$ cat src/fdep_pkg.sv
// ----------------------------------------------------------------------------
// fdep_pkg
// Shared types and constants of the directory entry parser.
// ----------------------------------------------------------------------------
package fdep_pkg;

    localparam logic [1:0] KIND_CHAR = 2'd0;
    localparam logic [1:0] KIND_DESC = 2'd1;
    localparam logic [1:0] KIND_END  = 2'd2;

    localparam logic [7:0] DELETED_MARK   = 8'hE5;
    localparam logic [7:0] ATTR_LONG_NAME = 8'h0F;
    localparam int         ATTR_VOLUME_BIT = 3;
    localparam int         ATTR_DIR_BIT    = 4;
    localparam logic [7:0] SPACE_CHAR     = 8'h20;
    localparam logic [7:0] DOT_CHAR       = 8'h2E;
    localparam logic [5:0] LFN_MAX_SEQ    = 6'd20;
    localparam int         LFN_CHARS      = 13;

    // result beat, first field in the highest bits
    typedef struct packed {
        logic        last;
        logic        is_directory;
        logic [7:0]  attributes;
        logic [31:0] size_bytes;
        logic [31:0] first_cluster;
        logic [7:0]  name_char;
        logic [1:0]  kind;
    } t_result;

    // byte offset of long-name character i inside the entry
    function automatic logic [4:0] lfn_offset(input logic [3:0] i);
        case (i)
            4'd0:    lfn_offset = 5'd1;
            4'd1:    lfn_offset = 5'd3;
            4'd2:    lfn_offset = 5'd5;
            4'd3:    lfn_offset = 5'd7;
            4'd4:    lfn_offset = 5'd9;
            4'd5:    lfn_offset = 5'd14;
            4'd6:    lfn_offset = 5'd16;
            4'd7:    lfn_offset = 5'd18;
            4'd8:    lfn_offset = 5'd20;
            4'd9:    lfn_offset = 5'd22;
            4'd10:   lfn_offset = 5'd24;
            4'd11:   lfn_offset = 5'd28;
            4'd12:   lfn_offset = 5'd30;
            default: lfn_offset = 5'd0;
        endcase
    endfunction

endpackage

$ cat src/fdep_ram.sv
// ----------------------------------------------------------------------------
// fdep_ram
// Generic RAM with one write port, one read port and registered read.
// ----------------------------------------------------------------------------
module fdep_ram #(
    parameter int WIDTH = 8,
    parameter int DEPTH = 32
) (
    input  logic                     i_clk,
    input  logic                     i_we,
    input  logic [$clog2(DEPTH)-1:0] i_waddr,
    input  logic [WIDTH-1:0]         i_wdata,
    input  logic [$clog2(DEPTH)-1:0] i_raddr,
    output logic [WIDTH-1:0]         o_rdata
);
    logic [WIDTH-1:0] r_mem [DEPTH];

    always_ff @(posedge i_clk) begin
        if (i_we) begin
            r_mem[i_waddr] <= i_wdata;
        end
        o_rdata <= r_mem[i_raddr];
    end
endmodule

$ cat src/fat_directory_entry_parser.sv
// ----------------------------------------------------------------------------
// fat_directory_entry_parser
// FAT32 directory entry parser with long-name collection.
// ----------------------------------------------------------------------------
// Bytes come in on the slave stream, one per cycle while the sequencer is
// idle and the output register is free, and fill a 32-byte entry RAM. The
// 32nd byte of an entry starts a sequencer that works through the entry RAM
// and a MAX_NAME-slot long-name RAM (both one-read one-write, registered
// read): S_READ and S_HDR fetch the header bytes 0 and 11, after which a
// deleted or volume entry is done. A long-name start entry writes one 0xFFFF
// slot per cycle; each of the 13 characters is then stored via S_LC0, S_LC1
// and S_LC2, or it ends at S_LC0 with no active name or the sequence out of
// range. A regular entry steps S_LN0, S_LN1 per long-name slot or S_SN0,
// S_SN1 per 8.3 byte examined, one more S_SN1 for the dot, then S_DS0, S_DS1
// per descriptor byte (8 in all) and S_OUT to load it. Every emitted beat
// can further wait on the master side's tready. The input is held off while
// the sequencer runs. tuser on the slave side carries restart; on the master
// side tuser carries kind and tlast marks the final result of an input byte.
// ----------------------------------------------------------------------------
module fat_directory_entry_parser
    import fdep_pkg::*;
#(
    parameter int MAX_NAME = 64
) (
    input  logic        i_clk,
    input  logic        i_rst_n,
    input  logic        s_axis_tvalid,
    output logic        s_axis_tready,
    input  logic [7:0]  s_axis_tdata,   // [7:0] dir_byte
    input  logic        s_axis_tuser,   // [0] restart
    output logic        m_axis_tvalid,
    input  logic        m_axis_tready,
    output logic [87:0] m_axis_tdata,   // name_char, first_cluster, size_bytes,
                                        // attributes, is_directory, 7 pad
    output logic [1:0]  m_axis_tuser,   // [1:0] kind
    output logic        m_axis_tlast    // last
);
    localparam int NW = $clog2(MAX_NAME);
    localparam int LW = 7;
    localparam logic [LW-1:0] NAME_CAP = LW'(MAX_NAME - 1);

    localparam logic [3:0] S_IDLE  = 4'd0;
    localparam logic [3:0] S_READ  = 4'd1;  // fetch header bytes 0 and 11
    localparam logic [3:0] S_HDR   = 4'd2;
    localparam logic [3:0] S_FILL  = 4'd3;  // write 0xFFFF slots
    localparam logic [3:0] S_LC0   = 4'd4;  // long char low byte read
    localparam logic [3:0] S_LC1   = 4'd5;
    localparam logic [3:0] S_LC2   = 4'd6;
    localparam logic [3:0] S_LN0   = 4'd7;  // long name emit read
    localparam logic [3:0] S_LN1   = 4'd8;
    localparam logic [3:0] S_SN0   = 4'd9;  // short name read
    localparam logic [3:0] S_SN1   = 4'd10;
    localparam logic [3:0] S_DS0   = 4'd11; // descriptor byte reads
    localparam logic [3:0] S_DS1   = 4'd12;
    localparam logic [3:0] S_OUT   = 4'd13; // wait for output slot

    logic [3:0]  r_state;
    logic [4:0]  r_pos;
    logic [LW-1:0] r_len;
    logic        r_active, r_ended;
    logic [7:0]  r_b0, r_attr;
    logic [LW-1:0] r_idx;
    logic [3:0]  r_ci;
    logic [7:0]  r_lo;
    logic [4:0]  r_dsi;
    logic [31:0] r_cl, r_sz;
    logic        r_dot_done;
    logic        r_vld;
    t_result     r_out;

    // entry RAM
    logic        e_we;
    logic [4:0]  e_waddr, e_raddr;
    logic [7:0]  e_wdata, e_rdata;
    // long-name RAM
    logic        l_we;
    logic [NW-1:0] l_waddr, l_raddr;
    logic [15:0] l_wdata, l_rdata;

    fdep_ram #(.WIDTH(8), .DEPTH(32)) u_entry (
        .i_clk(i_clk), .i_we(e_we), .i_waddr(e_waddr), .i_wdata(e_wdata),
        .i_raddr(e_raddr), .o_rdata(e_rdata)
    );
    fdep_ram #(.WIDTH(16), .DEPTH(MAX_NAME)) u_lname (
        .i_clk(i_clk), .i_we(l_we), .i_waddr(l_waddr), .i_wdata(l_wdata),
        .i_raddr(l_raddr), .o_rdata(l_rdata)
    );

    logic out_free;
    assign out_free = !r_vld || m_axis_tready;
    assign s_axis_tready = (r_state == S_IDLE) && out_free;

    logic s_acc;
    assign s_acc = s_axis_tvalid && s_axis_tready;

    logic [5:0] seq;
    assign seq = r_b0[5:0];
    logic [LW+3:0] base_full;
    assign base_full = (LW+4)'(seq - 6'd1) * (LW+4)'(LFN_CHARS);
    logic [LW+3:0] slot_full;
    assign slot_full = base_full + (LW+4)'(r_ci);
    logic [4:0] char_off;
    assign char_off = lfn_offset(r_ci);

    // descriptor byte order: 20,21,26,27,28,29,30,31
    function automatic logic [4:0] ds_addr(input logic [4:0] k);
        case (k)
            5'd0:    ds_addr = 5'd20;
            5'd1:    ds_addr = 5'd21;
            5'd2:    ds_addr = 5'd26;
            5'd3:    ds_addr = 5'd27;
            5'd4:    ds_addr = 5'd28;
            5'd5:    ds_addr = 5'd29;
            5'd6:    ds_addr = 5'd30;
            default: ds_addr = 5'd31;
        endcase
    endfunction

    always_comb begin
        e_we = s_acc && !(s_axis_tuser ? 1'b0 : r_ended);
        e_waddr = s_axis_tuser ? 5'd0 : r_pos;
        e_wdata = s_axis_tdata;
        e_raddr = 5'd0;
        l_we = 1'b0;
        l_waddr = r_idx[NW-1:0];
        l_wdata = 16'hFFFF;
        l_raddr = r_idx[NW-1:0];
        case (r_state)
            S_READ:  e_raddr = 5'd11;
            S_LC0:   e_raddr = char_off;
            S_LC1:   e_raddr = char_off + 5'd1;
            // hold the byte address while a name beat waits
            S_SN0, S_SN1: e_raddr = r_idx[4:0];
            S_DS0:   e_raddr = ds_addr(r_dsi);
            S_FILL:  l_we = 1'b1;
            S_LC2: begin
                l_we = (slot_full < (LW+4)'(MAX_NAME));
                l_waddr = slot_full[NW-1:0];
                l_wdata = {e_rdata, r_lo};
            end
            default: ;
        endcase
    end

    logic [LW-1:0] lfn_len;
    always_comb begin
        logic [LW+3:0] t;
        t = (LW+4)'(seq) * (LW+4)'(LFN_CHARS);
        lfn_len = (t > (LW+4)'(NAME_CAP)) ? NAME_CAP : t[LW-1:0];
    end

    logic short_stop;
    assign short_stop = (r_idx[3:0] == 4'd8) && !r_dot_done;

    always_ff @(posedge i_clk) begin
        logic n_vld;
        n_vld = r_vld && !m_axis_tready;
        if (!i_rst_n) begin
            r_state <= S_IDLE;
            r_pos <= '0;
            r_len <= '0;
            r_active <= 1'b0;
            r_ended <= 1'b0;
            r_vld <= 1'b0;
        end else begin
            case (r_state)
                S_IDLE: begin
                    if (s_acc) begin
                        logic [4:0] p;
                        logic       ed;
                        p  = s_axis_tuser ? 5'd0 : r_pos;
                        ed = s_axis_tuser ? 1'b0 : r_ended;
                        if (s_axis_tuser) begin
                            r_len <= '0;
                            r_active <= 1'b0;
                        end
                        // drop bytes after the end marker until a restart
                        if (ed) begin
                        end else if (p == 5'd0 && s_axis_tdata == 8'h00) begin
                            r_ended <= 1'b1;
                            r_pos <= '0;
                            r_out <= '{last: 1'b1, is_directory: 1'b0,
                                       attributes: '0, size_bytes: '0,
                                       first_cluster: '0, name_char: '0,
                                       kind: KIND_END};
                            n_vld = 1'b1;
                        end else if (p == 5'd31) begin
                            r_ended <= 1'b0;
                            r_pos <= '0;
                            r_state <= S_READ;
                        end else begin
                            r_ended <= 1'b0;
                            r_pos <= p + 5'd1;
                        end
                    end
                end
                S_READ: begin
                    r_b0 <= e_rdata;  // byte 0 read at idle address
                    r_state <= S_HDR;
                end
                S_HDR: begin
                    r_attr <= e_rdata;
                    r_idx <= '0;
                    r_ci <= '0;
                    r_dsi <= '0;
                    r_dot_done <= 1'b0;
                    if (r_b0 == DELETED_MARK || (e_rdata != ATTR_LONG_NAME &&
                        e_rdata[ATTR_VOLUME_BIT])) begin
                        r_active <= 1'b0;
                        r_len <= '0;
                        r_state <= S_IDLE;
                    end else if (e_rdata == ATTR_LONG_NAME) begin
                        if (r_b0[6]) begin
                            r_len <= lfn_len;
                            r_active <= 1'b1;
                            r_state <= (lfn_len == '0) ? S_LC0 : S_FILL;
                        end else begin
                            r_state <= S_LC0;
                        end
                    end else if (r_active && r_len != '0) begin
                        r_state <= S_LN0;
                    end else begin
                        r_state <= S_SN0;
                    end
                end
                S_FILL: begin
                    r_idx <= r_idx + 1'b1;
                    if (r_idx + 1'b1 == r_len) r_state <= S_LC0;
                end
                S_LC0: begin
                    if (!(r_active && seq >= 6'd1 && seq <= LFN_MAX_SEQ))
                        r_state <= S_IDLE;
                    else
                        r_state <= S_LC1;
                end
                S_LC1: begin
                    r_lo <= e_rdata;
                    r_state <= S_LC2;
                end
                S_LC2: begin
                    r_ci <= r_ci + 4'd1;
                    r_state <= (r_ci == 4'(LFN_CHARS - 1)) ? S_IDLE : S_LC0;
                end
                S_LN0: begin
                    r_state <= (r_idx == r_len) ? S_DS0 : S_LN1;
                end
                S_LN1: begin
                    if (l_rdata == 16'h0000 || l_rdata == 16'hFFFF) begin
                        r_state <= S_DS0;
                    end else if (out_free) begin
                        r_out <= '{last: 1'b0, is_directory: 1'b0,
                                   attributes: '0, size_bytes: '0,
                                   first_cluster: '0,
                                   name_char: {1'b0, l_rdata[6:0]},
                                   kind: KIND_CHAR};
                        n_vld = 1'b1;
                        r_idx <= r_idx + 1'b1;
                        r_state <= S_LN0;
                    end
                end
                S_SN0: begin
                    r_state <= (r_idx == LW'(11)) ? S_DS0 : S_SN1;
                end
                S_SN1: begin
                    if (short_stop && e_rdata == SPACE_CHAR) begin
                        r_state <= S_DS0;
                    end else if (short_stop) begin
                        if (out_free) begin
                            r_out <= '{last: 1'b0, is_directory: 1'b0,
                                       attributes: '0, size_bytes: '0,
                                       first_cluster: '0, name_char: DOT_CHAR,
                                       kind: KIND_CHAR};
                            n_vld = 1'b1;
                            r_dot_done <= 1'b1;
                        end
                    end else if (e_rdata == SPACE_CHAR) begin
                        r_idx <= r_idx + 1'b1;
                        r_state <= S_SN0;
                    end else if (out_free) begin
                        r_out <= '{last: 1'b0, is_directory: 1'b0,
                                   attributes: '0, size_bytes: '0,
                                   first_cluster: '0, name_char: e_rdata,
                                   kind: KIND_CHAR};
                        n_vld = 1'b1;
                        r_idx <= r_idx + 1'b1;
                        r_state <= S_SN0;
                    end
                end
                S_DS0: r_state <= S_DS1;
                S_DS1: begin
                    case (r_dsi)
                        5'd0: r_cl[23:16] <= e_rdata;
                        5'd1: r_cl[31:24] <= e_rdata;
                        5'd2: r_cl[7:0]   <= e_rdata;
                        5'd3: r_cl[15:8]  <= e_rdata;
                        5'd4: r_sz[7:0]   <= e_rdata;
                        5'd5: r_sz[15:8]  <= e_rdata;
                        5'd6: r_sz[23:16] <= e_rdata;
                        default: r_sz[31:24] <= e_rdata;
                    endcase
                    r_dsi <= r_dsi + 5'd1;
                    r_state <= (r_dsi == 5'd7) ? S_OUT : S_DS0;
                end
                S_OUT: begin
                    if (out_free) begin
                        r_out <= '{last: 1'b1, is_directory: r_attr[ATTR_DIR_BIT],
                                   attributes: r_attr, size_bytes: r_sz,
                                   first_cluster: r_cl, name_char: '0,
                                   kind: KIND_DESC};
                        n_vld = 1'b1;
                        r_active <= 1'b0;
                        r_len <= '0;
                        r_state <= S_IDLE;
                    end
                end
                default: r_state <= S_IDLE;
            endcase
            r_vld <= n_vld;
        end
    end

    assign m_axis_tvalid = r_vld;
    assign m_axis_tuser  = r_out.kind;
    assign m_axis_tlast  = r_out.last;
    assign m_axis_tdata  = {7'd0, r_out.is_directory, r_out.attributes,
                            r_out.size_bytes, r_out.first_cluster, r_out.name_char};
endmodule

$ cat config.mk
export PLATFORM = sky130hd
export DESIGN_NAME = fat_directory_entry_parser
export DESIGN_NICKNAME = d
export VERILOG_FILES = /design/src/fdep_pkg.sv /design/src/fdep_ram.sv /design/src/fat_directory_entry_parser.sv
export SDC_FILE = /design/constraint.sdc
export NUM_CORES = 2
export LEC_CHECK = 0
export BUFFER_PORTS_ARGS = -buffer_cell sky130_fd_sc_hd__buf_2
export CAP_MARGIN = 40
export CELL_PAD_IN_SITES_DETAIL_PLACEMENT = 0
export CELL_PAD_IN_SITES_GLOBAL_PLACEMENT = 1
export CORE_MARGIN = 10
export CORE_UTILIZATION = 49
export CTS_CLUSTER_SIZE = 30
export DETAILED_ROUTE_END_ITERATION = 10
export HOLD_SLACK_MARGIN = 0.03
export PLACE_DENSITY = 0.7
export SLEW_MARGIN = 20
export SYNTH_ARGS = -nofsm -noshare
export SYNTH_HDL_FRONTEND = slang
export SYNTH_SLANG_ARGS = --single-unit
$ cat constraint.sdc
create_clock -name i_clk -period 41.3 [get_ports i_clk]
set_clock_uncertainty 0.2 [all_clocks]
set_input_delay 4.13 -clock i_clk [delete_from_list [all_inputs] [get_ports i_clk]]
set_output_delay 4.13 -clock i_clk [all_outputs]
set_load 0.01 [all_outputs]
-- After elaboration in Yosys (flattened, before gate mapping)
Memory sizes are Yosys's and may differ from the RTL's. A register that Yosys moved wholly into a read port is not among the register bits.
Index checks and enable logic that the tools add are counted.
- flip-flop bits (word level): 208
- latch bits: 0
- memory bits (writable): 1280
- memory bits (read-only): 80
- output and inout port bits: 93
- word-level logic and storage cells: 237
- memories: 3
- add/sub/neg operators: 7
- $mul: 2
- div/mod/pow operators: 0
- $lt $le $gt $ge: 4
- eq/ne operators: 53
- shift-type cells: 0
- mux-type cells: 86
- bitwise logic cells: 2
- reduce and logical (&&, ||, !) cells: 52
- memories (memory ; depth ; width ; rd ports ; clocked after Yosys merged registers in ; write ports ; RTL line ; RTL):
    u_lname.r_mem ; 64 ; 16 ; 1 ; 1 ; 1 ; fdep_ram.sv:16 ; logic [WIDTH-1:0] r_mem [DEPTH];
    u_entry.r_mem ; 32 ; 8 ; 1 ; 1 ; 1 ; fdep_ram.sv:16 ;
    (name not given) ; 16 ; 5 ; 1 ; 1 ; 0 ; fdep_pkg.sv:33 ; case (i)
- operators by type and width (operator ; count):
    84-bit two-way mux ; 11
    84-bit one-hot mux with 4 select lines ; 1
    7-bit two-way mux ; 12
    4-bit two-way mux ; 16
    4-bit one-hot mux with 14 select lines ; 1
    4-bit == test, second input constant ; 8
    4-bit one-hot mux with 7 select lines ; 1
    7-bit one-hot mux with 4 select lines ; 1
    3-bit AND reduction ; 9
    5-bit one-hot mux with 5 select lines ; 1
    1-bit two-way mux ; 24
    2-bit inequality test, second input constant ; 12
    3-bit inequality test, second input constant ; 7
    7-bit one-hot mux with 3 select lines ; 1
    5-bit by 3-bit == test with 1-bit output, second input constant ; 4
    16-bit == test, second input constant ; 1
    4-bit by 3-bit == test with 1-bit output, second input constant ; 4
    16-bit logical NOT ; 1
    16-bit two-way mux ; 1
    5-bit by 1-bit adder with 5-bit output, second input constant ; 3
    3-bit two-way mux ; 5
    5-bit two-way mux ; 3
    7-bit == test ; 2
    12-bit AND reduction ; 1
    other kinds (47) ; 76

-- Longest topological paths before layout
- depth after elaboration: 9
- gate-level depth with buffers: 19

-- Cells and area by module
From an unflattened synthesis, not the netlist that was laid out.
- cells, all modules: 3159
- area total of the unflattened synthesis: 60799.6 sq um
- modules (own cells, without submodules) (module ; times used ; cells an instance ; area an instance (sq um)):
    fdep_ram (u_lname) ; 1 ; 1818 ; 39908.3
    fat_directory_entry_parser ; 1 ; 924 ; 10837.9
    fdep_ram (u_entry) ; 1 ; 417 ; 10053.4

-- Worst setup path before layout
No wires, ideal clock.
- kind: input to register
- start: input s_axis_tuser
- end: register r_out, in the netlist m_axis_tdata[0] (enable)
- library setup time: 966 ps
- arrival time: 18163 ps
- data required time: 40134 ps
- slack: 21971 ps
- stages: 6
- buffers on the path: 1
- cells stage by stage: clkbuf_1 > nand2b_1 > ha_1 > nor4b_1 > o2111ai_1 > a2111oi_0
- word-level cells in the longest chain between the ends: 5
- elaborated cells between the ends (all ways): 7
- ends and longest elaborated chain (what ; RTL line ; RTL):
    start: declaration ; fat_directory_entry_parser.sv:30 ; input logic s_axis_tuser,
    5-bit two-way mux ; fat_directory_entry_parser.sv:171 ; p = s_axis_tuser ? 5'd0 : r_pos;
    5-bit logical NOT ; fat_directory_entry_parser.sv:179 ; end else if (p == 5'd0 && s_axis_tdata == 8'h00) begin
    1-bit logical AND ; fat_directory_entry_parser.sv:179 ;
    2-bit by 1-bit inequality test with 1-bit output (no source line) ; -- ;
    12-bit AND reduction (no source line) * ; -- ;
    end signal: assignment ; fat_directory_entry_parser.sv:182 ; r_out <= '{last: 1'b1, is_directory: 1'b0,
    end signal: assignment ; fat_directory_entry_parser.sv:251 ; r_out <= '{last: 1'b0, is_directory: 1'b0,
    end signal: assignment ; fat_directory_entry_parser.sv:269 ; r_out <= '{last: 1'b0, is_directory: 1'b0,
    end: declaration ; fat_directory_entry_parser.sv:69 ; t_result r_out;
Mark *: on every way between the ends. The rest lies on a longest branch, timed or not.
A chain may end at the register's enable or synchronous reset.

-- Worst setup path after layout
- start: input m_axis_tready
- end: output s_axis_tready
- word-level cells in the longest chain between the ends: 2
- ends and longest elaborated chain (what ; RTL line ; RTL):
    start: declaration ; fat_directory_entry_parser.sv:32 ; input logic m_axis_tready,
    1-bit logical OR ; fat_directory_entry_parser.sv:90 ; assign out_free = !r_vld || m_axis_tready;
    1-bit logical AND ; fat_directory_entry_parser.sv:91 ; assign s_axis_tready = (r_state == S_IDLE) && out_free;
    end: declaration ; fat_directory_entry_parser.sv:28 ; output logic s_axis_tready,
No other way between the ends.

==> run metrics <==
critical path endpoint category=output pin; highest clock rate=0.1037 GHz; post-synthesis cell type with the largest combined area=sky130_fd_sc_hd__edfxtp_1; CTS Hold Bufs=0; Primary FF master, synth=sky130_fd_sc_hd__edfxtp_1; number of rows created at floorplan=129; post_cts resized=0; number of antenna violations at the first check in global routing=3; worst rel slew slack=0.3025; most frequent cell after synthesis=sky130_fd_sc_hd__edfxtp_1; number of fill cells=9203; final number of setup-violating endpoints=0; antenna violation net count after detailed routing=0; final slew viol count=0; H-tree depth reported by CTS=4; pwr/cell area=43.90 mW/mm2; Warnings, synthesis=0; library cells used by synthesis=79; area of the mapped netlist=0.06086 mm2; global-route wire length before repair=203700 um; total of buffers placed on input and output ports=98; arrival time worst endpoint=5.32 ns; weighted congestion at the end of routability-driven global placement=0.8739; Clk Latency, worst-skew pair=0.77 ns; area of the die=0.1387 mm2; Leakage=25.28 nW; average size of a mapped cell=19.47 um2; initial DRC count=3157; area of all placed cells without fillers=0.06937 mm2; maximum number of pins on one net before global-route repair=153; most common library cells after synthesis=sky130_fd_sc_hd__edfxtp_1 (1468), sky130_fd_sc_hd__mux4_2 (360), sky130_fd_sc_hd__nand2_1 (176), sky130_fd_sc_hd__nor2_1 (111), sky130_fd_sc_hd__clkbuf_1 (104); crit share post-route=0.2336; critical path peak fanout=12; DR vias=30310; endpoints failing hold=0; number of buffers inserted during clock tree synthesis=153; result of the run=completed; number of enable flip-flop cells after synthesis=1468; WL final=136800 um; Layout Area Growth over Synthesis=13.98%; sum of negative setup slack=0 ns; number of global-route vias before repair=30727; clock tree root buffer cell=sky130_fd_sc_hd__clkbuf_16; clock sink total=1516; DRC violations left=0; CTS tree=built; deepest clock path buffer count=3; Data required, critical path=36.97 ns; die width=372.4 um; Post-DP HPWL=85400 um; RSZ-0062 raised after global routing=false; type of the worst min-delay path=register to register; wire per inst=26.71 um; WS Path Type=input port to output pin; proportion of netlist area held by the largest area contributor=0.7244; max_cap viols=0; via density per instance=5.918; main area contributors after synthesis=sky130_fd_sc_hd__edfxtp_1 (72%), sky130_fd_sc_hd__mux4_2 (13%), sky130_fd_sc_hd__dfxtp_1 (1.6%); kind of start point of the critical path=input port; CTS clk-pin slew, worst paths=0.06 ns; count of nets after finishing=3444; cells after synthesis=3126; Worst IR Drop VDD=0.04145 mV; crit path time final=9.646 ns; aggregate global-route resource usage=0.1975; count of buffers added by post-CTS timing repair for setup=0; FF+latch count, synth=1516; Worst Max-Slew Pin Slew=1.046 ns; share of post-route cells with drive strength above 1=0.2684; ports placed on the boundary=106; gr ovfl total=0; first-pass iteration count of the detailed router=7; CORE AREA=0.1235 mm2; Chip Height=372.4 um; Async S/R FF share, synth=0; proportion of synthesized chip area in sequential cells=0.7402; initial cell density of the core=0.4929; Placement Cell Area=0.06422 mm2
## worst max-delay path, cell delays in order
cell	delay, ns
sky130_fd_sc_hd__buf_2	0.14
sky130_fd_sc_hd__nor2b_1	0.58
sky130_fd_sc_hd__nor2_1	0.24
sky130_fd_sc_hd__buf_2	0.21
## routing by layer
layer,wire (um),part of all wire,global-route usage,up-vias
li1,-,-,-,13188
met1,57260,0.42,0.2761,15781
met2,67060,0.49,0.3204,1125
met3,9191,0.067,0.03439,216
met4,3295,0.024,0.05590,0
met5,0,0,0,-
## layout make-up
cell class                      instances  area [um2]  area share
Clock buffer                          184        4073     0.05871
Sequential cell                      1516       45040      0.6494
Tap cell                             1637        2048     0.02953
Inverter                               57       216.5    0.003121
Multi-Input combinational cell       1385       15280      0.2203
Timing Repair Buffer                  242        1762     0.02540
Antenna cell                            1       2.502  0.00003608
Clock inverter                        100       938.4     0.01353
## registers in the layout, indices dropped and copies added (netlist names), 7 cells and up
signal / count
u_lname.r_mem: 1024
u_entry.r_mem: 256
m_axis_tdata: 80
r_cl: 32
r_sz: 32
u_lname.o_rdata: 16
r_attr: 8
r_b0: 8
r_lo: 8
u_entry.o_rdata: 8
r_idx: 7
r_len: 7
## cells by family after synthesis
group / after synthesis / synth area share
and+or+nand+nor: 582 / 0.04762
xor gates and xnor gates: 33 / 0.004749
muxes: 407 / 0.1420
DFF: 1516 / 0.7402
buffers and inverters: 231 / 0.01672
other: 1 / 0.00006162
AOI/OAI and AO/OA: 279 / 0.03183
adders and majority gates: 77 / 0.01690
## final timing paths
kind / startpoint / cells after the start / slack [ns] / to
max: m_axis_tready / 4 / 31.65 / s_axis_tready
min: r_pos[1] / 2 / 0.26 / r_pos[1]
max reg2reg: r_b0[2] / 20 / 34.88 / u_lname.r_mem[37][3]
min reg2reg: r_pos[1] / 2 / 0.26 / r_pos[1]
## cells in the final DEF, fill, tap and decap left out, types with 8 or more instances in the layout
master	count
sky130_fd_sc_hd__nand2_1	174
sky130_fd_sc_hd__bufinv_16	13
sky130_fd_sc_hd__fa_1	9
sky130_fd_sc_hd__nand2b_1	13
sky130_fd_sc_hd__edfxtp_1	1468
sky130_fd_sc_hd__xnor2_1	17
sky130_fd_sc_hd__nand2b_2	16
sky130_fd_sc_hd__o41ai_1	8
sky130_fd_sc_hd__clkbuf_16	159
sky130_fd_sc_hd__ha_1	67
sky130_fd_sc_hd__or3_1	15
sky130_fd_sc_hd__clkinv_2	30
sky130_fd_sc_hd__mux2i_1	33
sky130_fd_sc_hd__a21oi_1	50
sky130_fd_sc_hd__mux4_2	360
sky130_fd_sc_hd__a211oi_1	16
sky130_fd_sc_hd__dfxtp_1	48
sky130_fd_sc_hd__nor2_1	111
sky130_fd_sc_hd__buf_2	105
sky130_fd_sc_hd__clkbuf_1	25
sky130_fd_sc_hd__nor4_1	9
sky130_fd_sc_hd__and3_1	13
sky130_fd_sc_hd__a31oi_1	10
sky130_fd_sc_hd__inv_1	56
sky130_fd_sc_hd__xor2_1	16
sky130_fd_sc_hd__nand4_1	15
sky130_fd_sc_hd__buf_4	120
sky130_fd_sc_hd__nand3_1	48
sky130_fd_sc_hd__buf_12	8
sky130_fd_sc_hd__clkinv_1	37
sky130_fd_sc_hd__and2_1	87
sky130_fd_sc_hd__nor2b_1	15
sky130_fd_sc_hd__o21ai_0	45
sky130_fd_sc_hd__mux2_2	10
sky130_fd_sc_hd__a211oi_2	62
sky130_fd_sc_hd__nor3_1	22
## metrics by stage
step	worst slack, ns	utilization	cells	power, mW	hold slack, ns
finish	31.65	0.5618	5122	3.045	0.2632
global route	31.53	0.5618	5121	3.141	0.2988
CTS	31.67	0.5607	5113	3.071	0.2663
detailed placement	31.67	0.5201	4829	1.716	0.2585
global placement	31.68	0.5181	4811	1.716	0.2481
floorplan	21.97	-	3132	1.706	0.2324
## power by group
| part | switching (mW) | internal (mW) | leakage (nW) |
|---|---|---|---|
| registers | 0.000403 | 1.67 | 16.3 |
| clock network | 0.572 | 0.789 | 2.44 |
| logic | 0.0130 | 0.00294 | 6.49 |
Note: power is estimated with default switching activity, not from simulation.
